### src/rtl/dersig_pkg.sv
// Package for the DER ECDSA signature parser: phase and status codes,
// parser state struct and size limits. No dependencies.
`default_nettype none
package dersig_pkg;

    localparam logic [7:0] MAX_SIG_BYTES = 8'd72;
    localparam logic [7:0] MIN_SIG_BYTES = 8'd8;
    localparam logic [5:0] INT_BYTES     = 6'd32;
    localparam logic [7:0] MAX_INT_LEN   = 8'd33;
    localparam logic [7:0] SEQ_TAG       = 8'h30;
    localparam logic [7:0] INT_TAG       = 8'h02;
    localparam int         WORD_W        = 64;
    localparam int         NUM_WORDS     = 8;
    localparam int         INT_W         = 256;

    typedef enum logic [2:0] {
        PH_SEQ_TAG,
        PH_SEQ_LEN,
        PH_INT_TAG,
        PH_INT_LEN,
        PH_INT_FIRST,
        PH_INT_SECOND,
        PH_INT_REST,
        PH_DONE
    } t_phase;

    typedef enum logic [3:0] {
        ST_OK,
        ST_SIZE,
        ST_SEQ_TAG,
        ST_SEQ_LEN,
        ST_INT_SHORT,
        ST_INT_TAG,
        ST_INT_LEN,
        ST_OVERRUN,
        ST_SIGN,
        ST_TOO_BIG,
        ST_TRAILING
    } t_status;

    typedef struct packed {
        t_phase      phase;
        logic [7:0]  byte_count;
        logic [7:0]  seq_len;
        logic [5:0]  bytes_left;
        logic [5:0]  int_len;
        logic        which_int;
        t_status     first_error;
    } t_parse_state;

    localparam t_parse_state PARSE_RESET = '{
        phase:       PH_SEQ_TAG,
        byte_count:  8'd0,
        seq_len:     8'd0,
        bytes_left:  6'd0,
        int_len:     6'd0,
        which_int:   1'b0,
        first_error: ST_OK
    };

endpackage
`default_nettype wire

### src/rtl/dersig_step.sv
// One-byte parser step: next parser state, shift strobe and final status.
// Pure combinational; depends on dersig_pkg.
`default_nettype none
module dersig_step (
    input  dersig_pkg::t_parse_state i_state,
    input  logic [7:0]               i_byte,
    output dersig_pkg::t_parse_state o_state,
    output logic                     o_shift,
    output dersig_pkg::t_status      o_status
);
    import dersig_pkg::*;

    logic [9:0] w_pos;
    logic [9:0] w_buf_end;
    logic [7:0] w_size;
    logic [5:0] w_left;
    logic       w_cons;
    logic       w_fail;
    t_status    w_code;
    t_parse_state w_n;

    assign w_pos     = {2'b00, i_state.byte_count};
    assign w_buf_end = {2'b00, i_state.seq_len} + 10'd2;

    always_comb begin
        w_n    = i_state;
        w_cons = 1'b0;
        w_fail = 1'b0;
        w_code = ST_OK;
        w_left = i_state.bytes_left;
        unique case (i_state.phase)
            PH_SEQ_TAG: begin
                if (i_byte != SEQ_TAG) begin
                    w_fail = 1'b1;
                    w_code = ST_SEQ_TAG;
                end else begin
                    w_n.phase = PH_SEQ_LEN;
                end
            end
            PH_SEQ_LEN: begin
                w_n.seq_len = i_byte;
                if (i_byte <= 8'd2) begin
                    w_fail = 1'b1;
                    w_code = ST_INT_SHORT;
                end else begin
                    w_n.phase = PH_INT_TAG;
                end
            end
            PH_INT_TAG: begin
                if (i_byte != INT_TAG) begin
                    w_fail = 1'b1;
                    w_code = ST_INT_TAG;
                end else begin
                    w_n.phase = PH_INT_LEN;
                end
            end
            PH_INT_LEN: begin
                if (i_byte == 8'd0 || i_byte > MAX_INT_LEN) begin
                    w_fail = 1'b1;
                    w_code = ST_INT_LEN;
                end else if (w_pos + 10'd1 + {2'b00, i_byte} > w_buf_end) begin
                    w_fail = 1'b1;
                    w_code = ST_OVERRUN;
                end else begin
                    w_n.int_len    = i_byte[5:0];
                    w_n.bytes_left = i_byte[5:0];
                    w_n.phase      = PH_INT_FIRST;
                end
            end
            PH_INT_FIRST: begin
                if (i_byte != 8'd0) begin
                    if (i_byte[7]) begin
                        w_fail = 1'b1;
                        w_code = ST_SIGN;
                    end else if (i_state.int_len > INT_BYTES) begin
                        w_fail = 1'b1;
                        w_code = ST_TOO_BIG;
                    end else begin
                        w_cons = 1'b1;
                    end
                end else if (i_state.int_len > 6'd1) begin
                    // leading zero pad: skip it, next byte must have MSB set
                    w_n.bytes_left = i_state.bytes_left - 6'd1;
                    w_n.phase      = PH_INT_SECOND;
                end else begin
                    w_cons = 1'b1;
                end
            end
            PH_INT_SECOND: begin
                if (!i_byte[7]) begin
                    w_fail = 1'b1;
                    w_code = ST_SIGN;
                end else if (i_state.int_len - 6'd1 > INT_BYTES) begin
                    w_fail = 1'b1;
                    w_code = ST_TOO_BIG;
                end else begin
                    w_cons = 1'b1;
                end
            end
            PH_INT_REST: w_cons = 1'b1;
            PH_DONE:     w_n = i_state;
            default:     w_n = i_state;
        endcase

        if (w_cons) begin
            if (w_left != 6'd0) begin
                w_left = w_left - 6'd1;
            end
            w_n.bytes_left = w_left;
            if (w_left != 6'd0) begin
                w_n.phase = PH_INT_REST;
            end else if (!i_state.which_int) begin
                if (w_pos + 10'd3 >= w_buf_end) begin
                    w_fail = 1'b1;
                    w_code = ST_INT_SHORT;
                end else begin
                    w_n.which_int = 1'b1;
                    w_n.phase     = PH_INT_TAG;
                end
            end else begin
                if (w_pos + 10'd1 != w_buf_end) begin
                    w_fail = 1'b1;
                    w_code = ST_TRAILING;
                end else begin
                    w_n.phase = PH_DONE;
                end
            end
        end

        if (w_fail) begin
            if (i_state.first_error == ST_OK) begin
                w_n.first_error = w_code;
            end
            w_n.phase = PH_DONE;
        end

        // saturating byte count, used for the size check
        if (i_state.byte_count != 8'hFF) begin
            w_n.byte_count = i_state.byte_count + 8'd1;
        end
    end

    assign w_size  = w_n.byte_count;
    assign o_state = w_n;
    assign o_shift = w_cons;

    always_comb begin
        priority if (w_size < MIN_SIG_BYTES || w_size > MAX_SIG_BYTES) begin
            o_status = ST_SIZE;
        end else if (w_n.first_error == ST_SEQ_TAG) begin
            o_status = ST_SEQ_TAG;
        end else if (w_n.seq_len != w_size - 8'd2) begin
            o_status = ST_SEQ_LEN;
        end else if (w_n.first_error != ST_OK) begin
            o_status = w_n.first_error;
        end else if (w_n.phase != PH_DONE) begin
            o_status = ST_TRAILING;
        end else begin
            o_status = ST_OK;
        end
    end

endmodule
`default_nettype wire

### src/rtl/der_ecdsa_signature_parser_unit.sv
// Top level of the DER ECDSA signature parser: input register, parser
// step, r/s value registers and an 8-word result buffer.
// Depends on dersig_pkg and dersig_step.
//
// Usage:
//  - Slave channel (i_s_*): one signature byte per item, tlast on the
//    last byte of the signature buffer.
//  - Master channel (o_m_*): after each last byte, a run of eight items:
//    r words 0..3 then s words 4..7, most significant first, with the
//    parse status in tuser (same on all eight) and tlast on the eighth.
//    Words are zero when the status is not ok.
//  - Throughput: one byte per cycle through the combinational parser step,
//    except while a last byte waits. The result run drains from its own
//    buffer while the next signature is already being parsed; a last byte
//    waits in the input register only while the previous run is still in
//    the buffer.
//  - Result path: the last byte is accepted into the input register, then
//    parsed and loaded into the result buffer, where the first word shows.
//  - Stall: when i_m_tready is low the current word holds; bytes keep
//    flowing until a last byte finds the buffer still full.
//  - Reset (i_rst_n low, synchronous): parser to sequence-tag phase,
//    r/s cleared, input register and result buffer empty.
`default_nettype none
module der_ecdsa_signature_parser_unit (
    input  logic        i_clk,
    input  logic        i_rst_n,
    // slave channel
    input  logic        i_s_tvalid,
    output logic        o_s_tready,
    input  logic [7:0]  i_s_tdata,   // [7:0] data_byte
    input  logic        i_s_tlast,   // final_byte
    // master channel
    output logic        o_m_tvalid,
    input  logic        i_m_tready,
    output logic [71:0] o_m_tdata,   // [63:0] value_word, [66:64] word_index, rest zero
    output logic [3:0]  o_m_tuser,   // [3:0] status
    output logic        o_m_tlast    // run_end
);
    import dersig_pkg::*;

    // input register
    logic       r_in_valid;
    logic [7:0] r_in_byte;
    logic       r_in_last;

    // parser state and integer registers
    t_parse_state r_state;
    t_parse_state n_state;
    logic [INT_W-1:0] r_int_r;
    logic [INT_W-1:0] r_int_s;
    logic [INT_W-1:0] n_int_r;
    logic [INT_W-1:0] n_int_s;

    // result buffer: word 0 is the one on the bus
    logic [WORD_W-1:0] r_ob_word [NUM_WORDS];
    logic [2:0]        r_ob_idx;
    logic              r_ob_valid;
    t_status           r_ob_status;

    logic    w_shift;
    t_status w_status;
    logic    w_m_hs;
    logic    w_ob_free;
    logic    w_adv;
    logic    w_load;

    dersig_step u_step (
        .i_state  (r_state),
        .i_byte   (r_in_byte),
        .o_state  (n_state),
        .o_shift  (w_shift),
        .o_status (w_status)
    );

    assign w_m_hs     = r_ob_valid && i_m_tready;
    assign w_ob_free  = !r_ob_valid || (w_m_hs && r_ob_idx == 3'd7);
    // a last byte only moves on once the buffer can take the run
    assign w_adv      = r_in_valid && (!r_in_last || w_ob_free);
    assign w_load     = w_adv && r_in_last;
    assign o_s_tready = !r_in_valid || w_adv;

    // byte shifts into r or s, least significant end
    always_comb begin
        n_int_r = r_int_r;
        n_int_s = r_int_s;
        if (w_shift) begin
            if (r_state.which_int) begin
                n_int_s = {r_int_s[INT_W-9:0], r_in_byte};
            end else begin
                n_int_r = {r_int_r[INT_W-9:0], r_in_byte};
            end
        end
    end

    always_ff @(posedge i_clk) begin
        if (!i_rst_n) begin
            r_in_valid <= 1'b0;
        end else if (i_s_tvalid && o_s_tready) begin
            r_in_valid <= 1'b1;
        end else if (w_adv) begin
            r_in_valid <= 1'b0;
        end
    end

    always_ff @(posedge i_clk) begin
        if (i_s_tvalid && o_s_tready) begin
            r_in_byte <= i_s_tdata;
            r_in_last <= i_s_tlast;
        end
    end

    // parser; everything returns to reset after the last byte
    always_ff @(posedge i_clk) begin
        if (!i_rst_n) begin
            r_state <= PARSE_RESET;
            r_int_r <= '0;
            r_int_s <= '0;
        end else if (w_adv) begin
            if (r_in_last) begin
                r_state <= PARSE_RESET;
                r_int_r <= '0;
                r_int_s <= '0;
            end else begin
                r_state <= n_state;
                r_int_r <= n_int_r;
                r_int_s <= n_int_s;
            end
        end
    end

    // result buffer control
    always_ff @(posedge i_clk) begin
        if (!i_rst_n) begin
            r_ob_valid <= 1'b0;
            r_ob_idx   <= 3'd0;
        end else if (w_load) begin
            r_ob_valid <= 1'b1;
            r_ob_idx   <= 3'd0;
        end else if (w_m_hs) begin
            r_ob_idx <= r_ob_idx + 3'd1;
            if (r_ob_idx == 3'd7) begin
                r_ob_valid <= 1'b0;
            end
        end
    end

    // result buffer payload
    always_ff @(posedge i_clk) begin
        if (w_load) begin
            r_ob_status <= w_status;
            for (int k = 0; k < NUM_WORDS / 2; k++) begin
                r_ob_word[k] <= (w_status == ST_OK) ?
                    n_int_r[INT_W-1-WORD_W*k -: WORD_W] : '0;
                r_ob_word[k+NUM_WORDS/2] <= (w_status == ST_OK) ?
                    n_int_s[INT_W-1-WORD_W*k -: WORD_W] : '0;
            end
        end else if (w_m_hs) begin
            for (int k = 0; k < NUM_WORDS - 1; k++) begin
                r_ob_word[k] <= r_ob_word[k+1];
            end
            r_ob_word[NUM_WORDS-1] <= '0;
        end
    end

    assign o_m_tvalid = r_ob_valid;
    assign o_m_tdata  = {5'b00000, r_ob_idx, r_ob_word[0]};
    assign o_m_tuser  = r_ob_status;
    assign o_m_tlast  = (r_ob_idx == 3'd7);

    // after the eighth word the bus is idle or a new run starts at word 0
    a_run_restart: assert property (@(posedge i_clk) disable iff (!i_rst_n)
        (o_m_tvalid && i_m_tready && o_m_tlast) |=>
            (!o_m_tvalid || o_m_tdata[66:64] == 3'd0))
        else $error("result run did not restart at word 0");

    // failed parses carry zero words
    a_zero_on_fail: assert property (@(posedge i_clk) disable iff (!i_rst_n)
        (o_m_tvalid && o_m_tuser != ST_OK) |-> (o_m_tdata[63:0] == 64'd0))
        else $error("nonzero word with error status");

    // status is constant across a run
    a_status_hold: assert property (@(posedge i_clk) disable iff (!i_rst_n)
        (o_m_tvalid && i_m_tready && !o_m_tlast) |=> $stable(o_m_tuser))
        else $error("status changed within a run");

endmodule
`default_nettype wire

### config.mk
export PLATFORM = sky130hd
export DESIGN_NAME = der_ecdsa_signature_parser_unit
export DESIGN_NICKNAME = d
export VERILOG_FILES = /design/src/rtl/dersig_pkg.sv /design/src/rtl/dersig_step.sv /design/src/rtl/der_ecdsa_signature_parser_unit.sv
export SDC_FILE = /design/constraint.sdc
export NUM_CORES = 2
export LEC_CHECK = 0
export ABC_AREA = 0
export BUFFER_PORTS_ARGS = -buffer_cell sky130_fd_sc_hd__buf_2
export CORE_MARGIN = 8
export CORE_UTILIZATION = 55
export CTS_BUF_LIST = sky130_fd_sc_hd__clkbuf_4
export CTS_CLUSTER_SIZE = 12
export DETAILED_ROUTE_END_ITERATION = 7
export PLACE_DENSITY = 0.71
export SYNTH_ARGS = -nofsm -noshare
export SYNTH_HDL_FRONTEND = slang
export SYNTH_HIERARCHICAL = 1
export SYNTH_SLANG_ARGS = --single-unit
### constraint.sdc
create_clock -name i_clk -period 12.1 [get_ports i_clk]
set_input_delay 2.42 -clock i_clk [delete_from_list [all_inputs] [get_ports i_clk]]
set_output_delay 2.42 -clock i_clk [all_outputs]
set_load 0.1 [all_outputs]
# --- Yosys cells after proc, flatten, opt, wreduce, memory -nomap -nowiden ---
# Memory sizes are Yosys's and may differ from the RTL's.
# Index checks and enable logic that the tools add are counted.
# Widths: inputs -> output; s select.
word_totals:
  register_bits: 566
  ramBits: 512
  output_inout_bits: 79
  memories: 1
classes:
  addsub: 9
  n_lt_le_gt_ge: 9
  eq_ne: 21
  mux: 108
  bitwise_logic: 9
  n_reduce_logical: 32
mem_list:
  columns: ["name", "depth", "word_bits", "read_ports", "rd_clocked_by_memory_dff", "write_ports", "line", "source"]
  rows:
  - ["r_ob_word", 8, 64, 8, 0, 8, "der_ecdsa_signature_parser_unit.sv:55", "logic [WORD_W-1:0] r_ob_word [NUM_WORDS];"]
ops:
  columns: ["operator", "n"]
  rows:
  - ["$mux 256", 6]
  - ["$mux 64", 16]
  - ["$mux 4", 18]
  - ["$mux 3", 16]
  - ["$mux 36", 1]
  - ["$mux 6", 6]
  - ["$mux 1", 35]
  - ["$mux 12", 2]
  - ["$pmux 4 s6", 1]
  - ["$add 8x2->9 const B", 2]
  - ["$mux 8", 2]
  - ["$pmux 3 s5", 1]
  - ["$eq 3x3->1 const B", 4]
  - ["$gt 6x6->1 const B", 2]
  - ["$ne 4x3->1 const B", 3]
  - ["$pmux 6 s2", 1]
  - ["$reduce_bool 6->1", 2]
  - ["$sub 6x1->6 const B", 2]
  - ["$add 10x8->10", 1]
  - ["$ge 10x10->1", 1]
  - ["$gt 10x10->1", 1]
  - ["$ne 10x10->1", 1]
  - ["$reduce_bool 2->1", 5]
  - ["$add 8x1->9 const B", 1]
  - ["other kinds (36)", 58]

# --- Longest topological paths before layout ---
depth:
  depth_word: 20
  ltp_mapped: 26
  ltp_nobuf: 23

# --- Cells and area by module ---
# Netlist, hierarchy kept.
by_module_without_submodules:
  columns: ["module", "n_inst", "cells_per_inst", "area_per_inst_um2"]
  rows:
  - ["der_ecdsa_signature_parser_unit", 1, 4835, 52726.8]
  - ["dersig_step", 1, 426, 3105.5]

# --- Worst setup path after synthesis ---
# No wires, ideal clock.
synth_timing:
  path_type: "in2reg"
  start: "in i_m_tready"
  end: "mem r_ob_word[0][0] (enable)"
  setup_ps: 598
  t_arrival_ps: 7688
  required_ps: 11502
  setup_slack_ps: 3814
  stages: 5
  path_buffers: 2
  cell_sequence: "and2_1 a21oi_1 buf_2 buf_2 inv_2"
synth_rtl:
  columns: ["item", "line", "source"]
  rows:
  - ["from (decl)", "der_ecdsa_signature_parser_unit.sv:34", "input logic i_m_tready,"]
  - ["to (decl)", "der_ecdsa_signature_parser_unit.sv:55", null]

==> summary by stage <==
Floorplan
The starting density of the core is 0.551. The area inside the core boundary is slightly above 0.1 mm². In this run the core area contains approximately 120 standard-cell rows. During I/O placement, the number of pins put on the boundary was a little over 90. From bottom edge to top edge, the die measures around 330 µm.

The area of the die is 0.112 mm². The die boundary width is about 330 µm.

Detailed routing
The DRC violations left is 0. The routed design has 142 mm of wire. The antenna violation net count after detailed routing is 0. After detailed routing, the average wire length per cell comes to between 20 and 25 µm.

The iteration count of the initial detailed-routing pass is 5. The via count is 43163. The first routing iteration left approximately 4200 violations. After detailed routing, the number of vias per cell comes to approximately 6.5.

Global routing
The total overflow left after global routing is 0. The number of antenna violations at the first check in global routing is 4. The largest net degree at the start of global routing is around 220. The number of global-route vias before repair is 40802. The first global-routing pass estimated 229 mm of wire. The global routing usage summed across all routing layers is 0.242.

Layout
The fraction of layout cells with a size suffix above 1 is 0.213. The final net count is 5106. The post-route standard cell area excluding fillers is around 0.059 mm². From synthesis to final layout, the design area changed by 6.06%.

Worst hold path
The path category of the worst min-delay check is flip-flop to flip-flop. The startpoint identified for the worst hold timing path is r_ob_word[0][486]$_SDFFE_PP0P_. The number of cells on the worst hold path is 1. The path with the worst hold slack has its endpoint at r_ob_word[0][486]$_SDFFE_PP0P_.

Clock tree
For this design, the sink count on the clock tree is ~1100. The CTS clock-pin slew for the worst setup and hold paths is ~0.06 ns. The maximum clock path buffer count is 4. The clock tree from TritonCTS is yes. The number of clock buffers added by TritonCTS is about 310. The latest clock arrival within the worst-skew pair is roughly 1.2 ns. The post-cts resize count is 0.

The number of H-tree levels is 5. The tree is rooted in a clkbuf_4. Post-CTS timing repair inserted 0 buffers for setup. For this design, the CTS-stage hold fixing added 0 buffers.

Synthesis
The share of the Yosys chip area taken by registers is 0.469. The Yosys step of the flow raised 6 warnings. By area the synthesized netlist is led by edfxtp_1 (25%), dfxtp_1 (22%), o31ai_2 (9.2%). The top flip-flop cell by instance count after synthesis is dfxtp_1. Synthesis inferred about 1100 register bits. The biggest area contributor in the post-synthesis netlist is edfxtp_1. The synthesized design contains around 460 enable-type register cells. Sorting the synthesized cells by how often they occur yields dfxtp_1 (617), a21oi_1 (536), o21ai_0 (527), mux2i_1 (509), a211oi_1 (507). For this run, asynchronously set or reset flops after synthesis account for 0. Of the post-synthesis cell area, the dominant cell type holds 0.248.

The average cell area after synthesis is between 10 and 15 µm². Synthesis produced roughly 5300 cells. The cell area that synthesis handed to floorplanning was between 0.05 and 0.06 mm². The cell with the most instances after synthesis is dfxtp_1.

Yosys mapped the design onto 95 distinct sky130hd cell types.

Placement
Once detailed placement completed, the half-perimeter wirelength came to between 70 and 80 mm. The count of port buffers added during placement is 86. At the end of routability-driven placement, the weighted congestion stood at 0.862. Summing all placed instances gives a cell area of around 0.055 mm².

Critical path
The worst setup path is of the flip-flop to flip-flop kind. STA classifies the critical path startpoint as a flip-flop. For the worst setup path, the data arrival time is just over 8 ns. The critical path endpoint category is a flip-flop. The internal reg-to-reg setup slack is between 4 and 5 ns.

The startpoint identified for the worst register-to-register timing path is r_state[27]$_SDFFE_PN0P_. Along the worst path, the maximum fanout reaches 64. The worst register-to-register path ends at r_ob_word[0][191]$_DFFE_PP_.

The required time reported for the critical path endpoint is ~13 ns. The worst-case reg-to-reg path depth is 19.

Timing
Headroom to the max-slew limit came out at 0.169. Setup total negative slack on the finished layout was measured at 0 ns. The number of max-slew violations in the final report was 0. Setup violations remaining at the end of the flow were counted as 0. The slew of the pin with the lowest slew margin is between 1 and 1.5 ns. Setup repair after global routing left no endpoint under its margin.

The maximum frequency from static timing analysis is 138 MHz. The clock skew is about 0.15 ns. Dividing the final minimum period by the clock period gives 0.598. The final number of hold-violating endpoints is 0.

Subtracting the final worst setup slack from the clock period gives approximately 7.2 ns.

Power and ir drop
The internal power consumption is 5.96 mW. The leakage dissipation is about 21 nW. The share of total power dissipated in sequential elements is 0.496. For this design the ratio of total power to cell area is 133 mW/mm². The switching power is just under 2 mW. The clock network fraction of design power is 0.447. Of the total power, the share spent switching nets is 0.246. The share of total power dissipated in combinational logic is 0.057.

The maximum vdd drop is around 0.094 mV.

Run
Across the run, the number of max-cap violations was 0.

Outcome
The run finished with clean final reports.
[how the worst max path moves through the flow]
stage | startpoint | to | cells after the start
floorplan | i_m_tready | r_ob_word[0][0]$_DFFE_PP_ | 5
global placement | r_state[27]$_SDFFE_PN0P_ | r_ob_word[0][191]$_DFFE_PP_ | 19
detailed placement | r_state[27]$_SDFFE_PN0P_ | r_ob_word[0][199]$_DFFE_PP_ | 19
CTS | r_state[27]$_SDFFE_PN0P_ | r_ob_word[0][191]$_DFFE_PP_ | 19
global route | r_state[27]$_SDFFE_PN0P_ | r_ob_word[0][255]$_DFFE_PP_ | 19
finish | r_state[27]$_SDFFE_PN0P_ | r_ob_word[0][191]$_DFFE_PP_ | 19
[sequential cells by signal (all words and copies together) (netlist names)]
register / count
o_m_tuser: 4
o_m_tvalid: 1
r_in_byte: 8
r_in_last: 1
r_in_valid: 1
r_int_r: 256
r_int_s: 256
r_ob_idx: 3
r_ob_word: 512
r_state: 36
[worst max-delay path: stages, from the launching register on]
cell and delay, ns:
dfxtp_1 0.61, nand3_2 0.18, xor2_1 0.54, inv_1 0.18, ha_1 0.36, a21oi_1 0.23
o21bai_1 0.10, a21oi_1 0.26, o21bai_1 0.10, a21oi_1 0.19, xnor2_1 0.08, ha_1 0.22
o41ai_2 0.68, a21oi_1 0.46, nor4b_2 0.45, a211oi_2 0.10, o41ai_2 0.41, or4_4 0.61
buf_4 0.93, o31ai_1 0.14
[cell families (layout without fill, tap and decap cells)]
| family | after synthesis | in the layout | share of synthesized area |
|---|---|---|---|
| compound gates | 2235 | 2235 | 0.295 |
| xor+xnor | 38 | 38 | 0.00648 |
| fa+ha+maj | 36 | 36 | 0.00820 |
| buf+inv | 692 | 713 | 0.0660 |
| flops | 1078 | 1078 | 0.469 |
| mux | 521 | 521 | 0.0937 |
| other cells | 1 | 17 | 0.0000672 |
| simple gates | 660 | 660 | 0.0617 |
[power by group through the flow]
| stage | sequential [mW] | combinational, mW | clock [mW] |
|---|---|---|---|
| 2_1_floorplan | 3.99 | 0.367 | 0 |
| 3_3_place_gp | 4.00 | 0.441 | 0 |
| 3_5_place_dp | 4.00 | 0.444 | 0 |
| 4_1_cts | 3.92 | 0.446 | 3.61 |
| 5_1_grt | 3.92 | 0.479 | 3.81 |
| 6_report | 3.92 | 0.447 | 3.53 |
[metal layers]
metal | track usage | vias up | share of wire
met1 | 0.342 | 21247 | 0.45
met4 | 0.0994 | 0 | 0.032
li1 | - | 20227 | -
met5 | 0 | - | 0
met3 | 0.0390 | 266 | 0.055
met2 | 0.369 | 1423 | 0.46
[per-stage QoR]
stage	setup WS, ns	hold WS (ns)	total power, mW	instances	util
detailed placement	4.99	0.447	4.44	6118	0.544
CTS	4.96	0.446	7.98	6654	0.584
floorplan	3.81	0.432	4.36	5265	-
finish	4.87	0.465	7.90	6666	0.585
global route	4.36	0.475	8.21	6666	0.585
global placement	5.06	0.444	4.44	6118	0.544
[layout make-up]
type,count,area (µm²)
Antenna cell,12,30.0
Multi-Input combinational cell,3495,26100
Tap cell,1368,1710
Clock inverter,38,333
Fill cell,8589,42100
Inverter,35,151
Clock buffer,498,3740
Sequential cell,1078,26200
Timing Repair Buffer,142,1000
[cell usage in the layout (no fill, tap or decap), types with 46 or more instances in the layout]
| cell | count |
|---|---|
| buf_2 | 86 |
| nand2_1 | 46 |
| clkbuf_4 | 498 |
| mux2i_1 | 509 |
| a21oi_1 | 535 |
| nand3_1 | 463 |
| dfxtp_1 | 617 |
| edfxtp_1 | 461 |
| o21ai_0 | 527 |
| a211oi_1 | 507 |
| o31ai_2 | 411 |
| o2bb2ai_1 | 54 |
No activity file was read; power rests on OpenSTA's default activity.
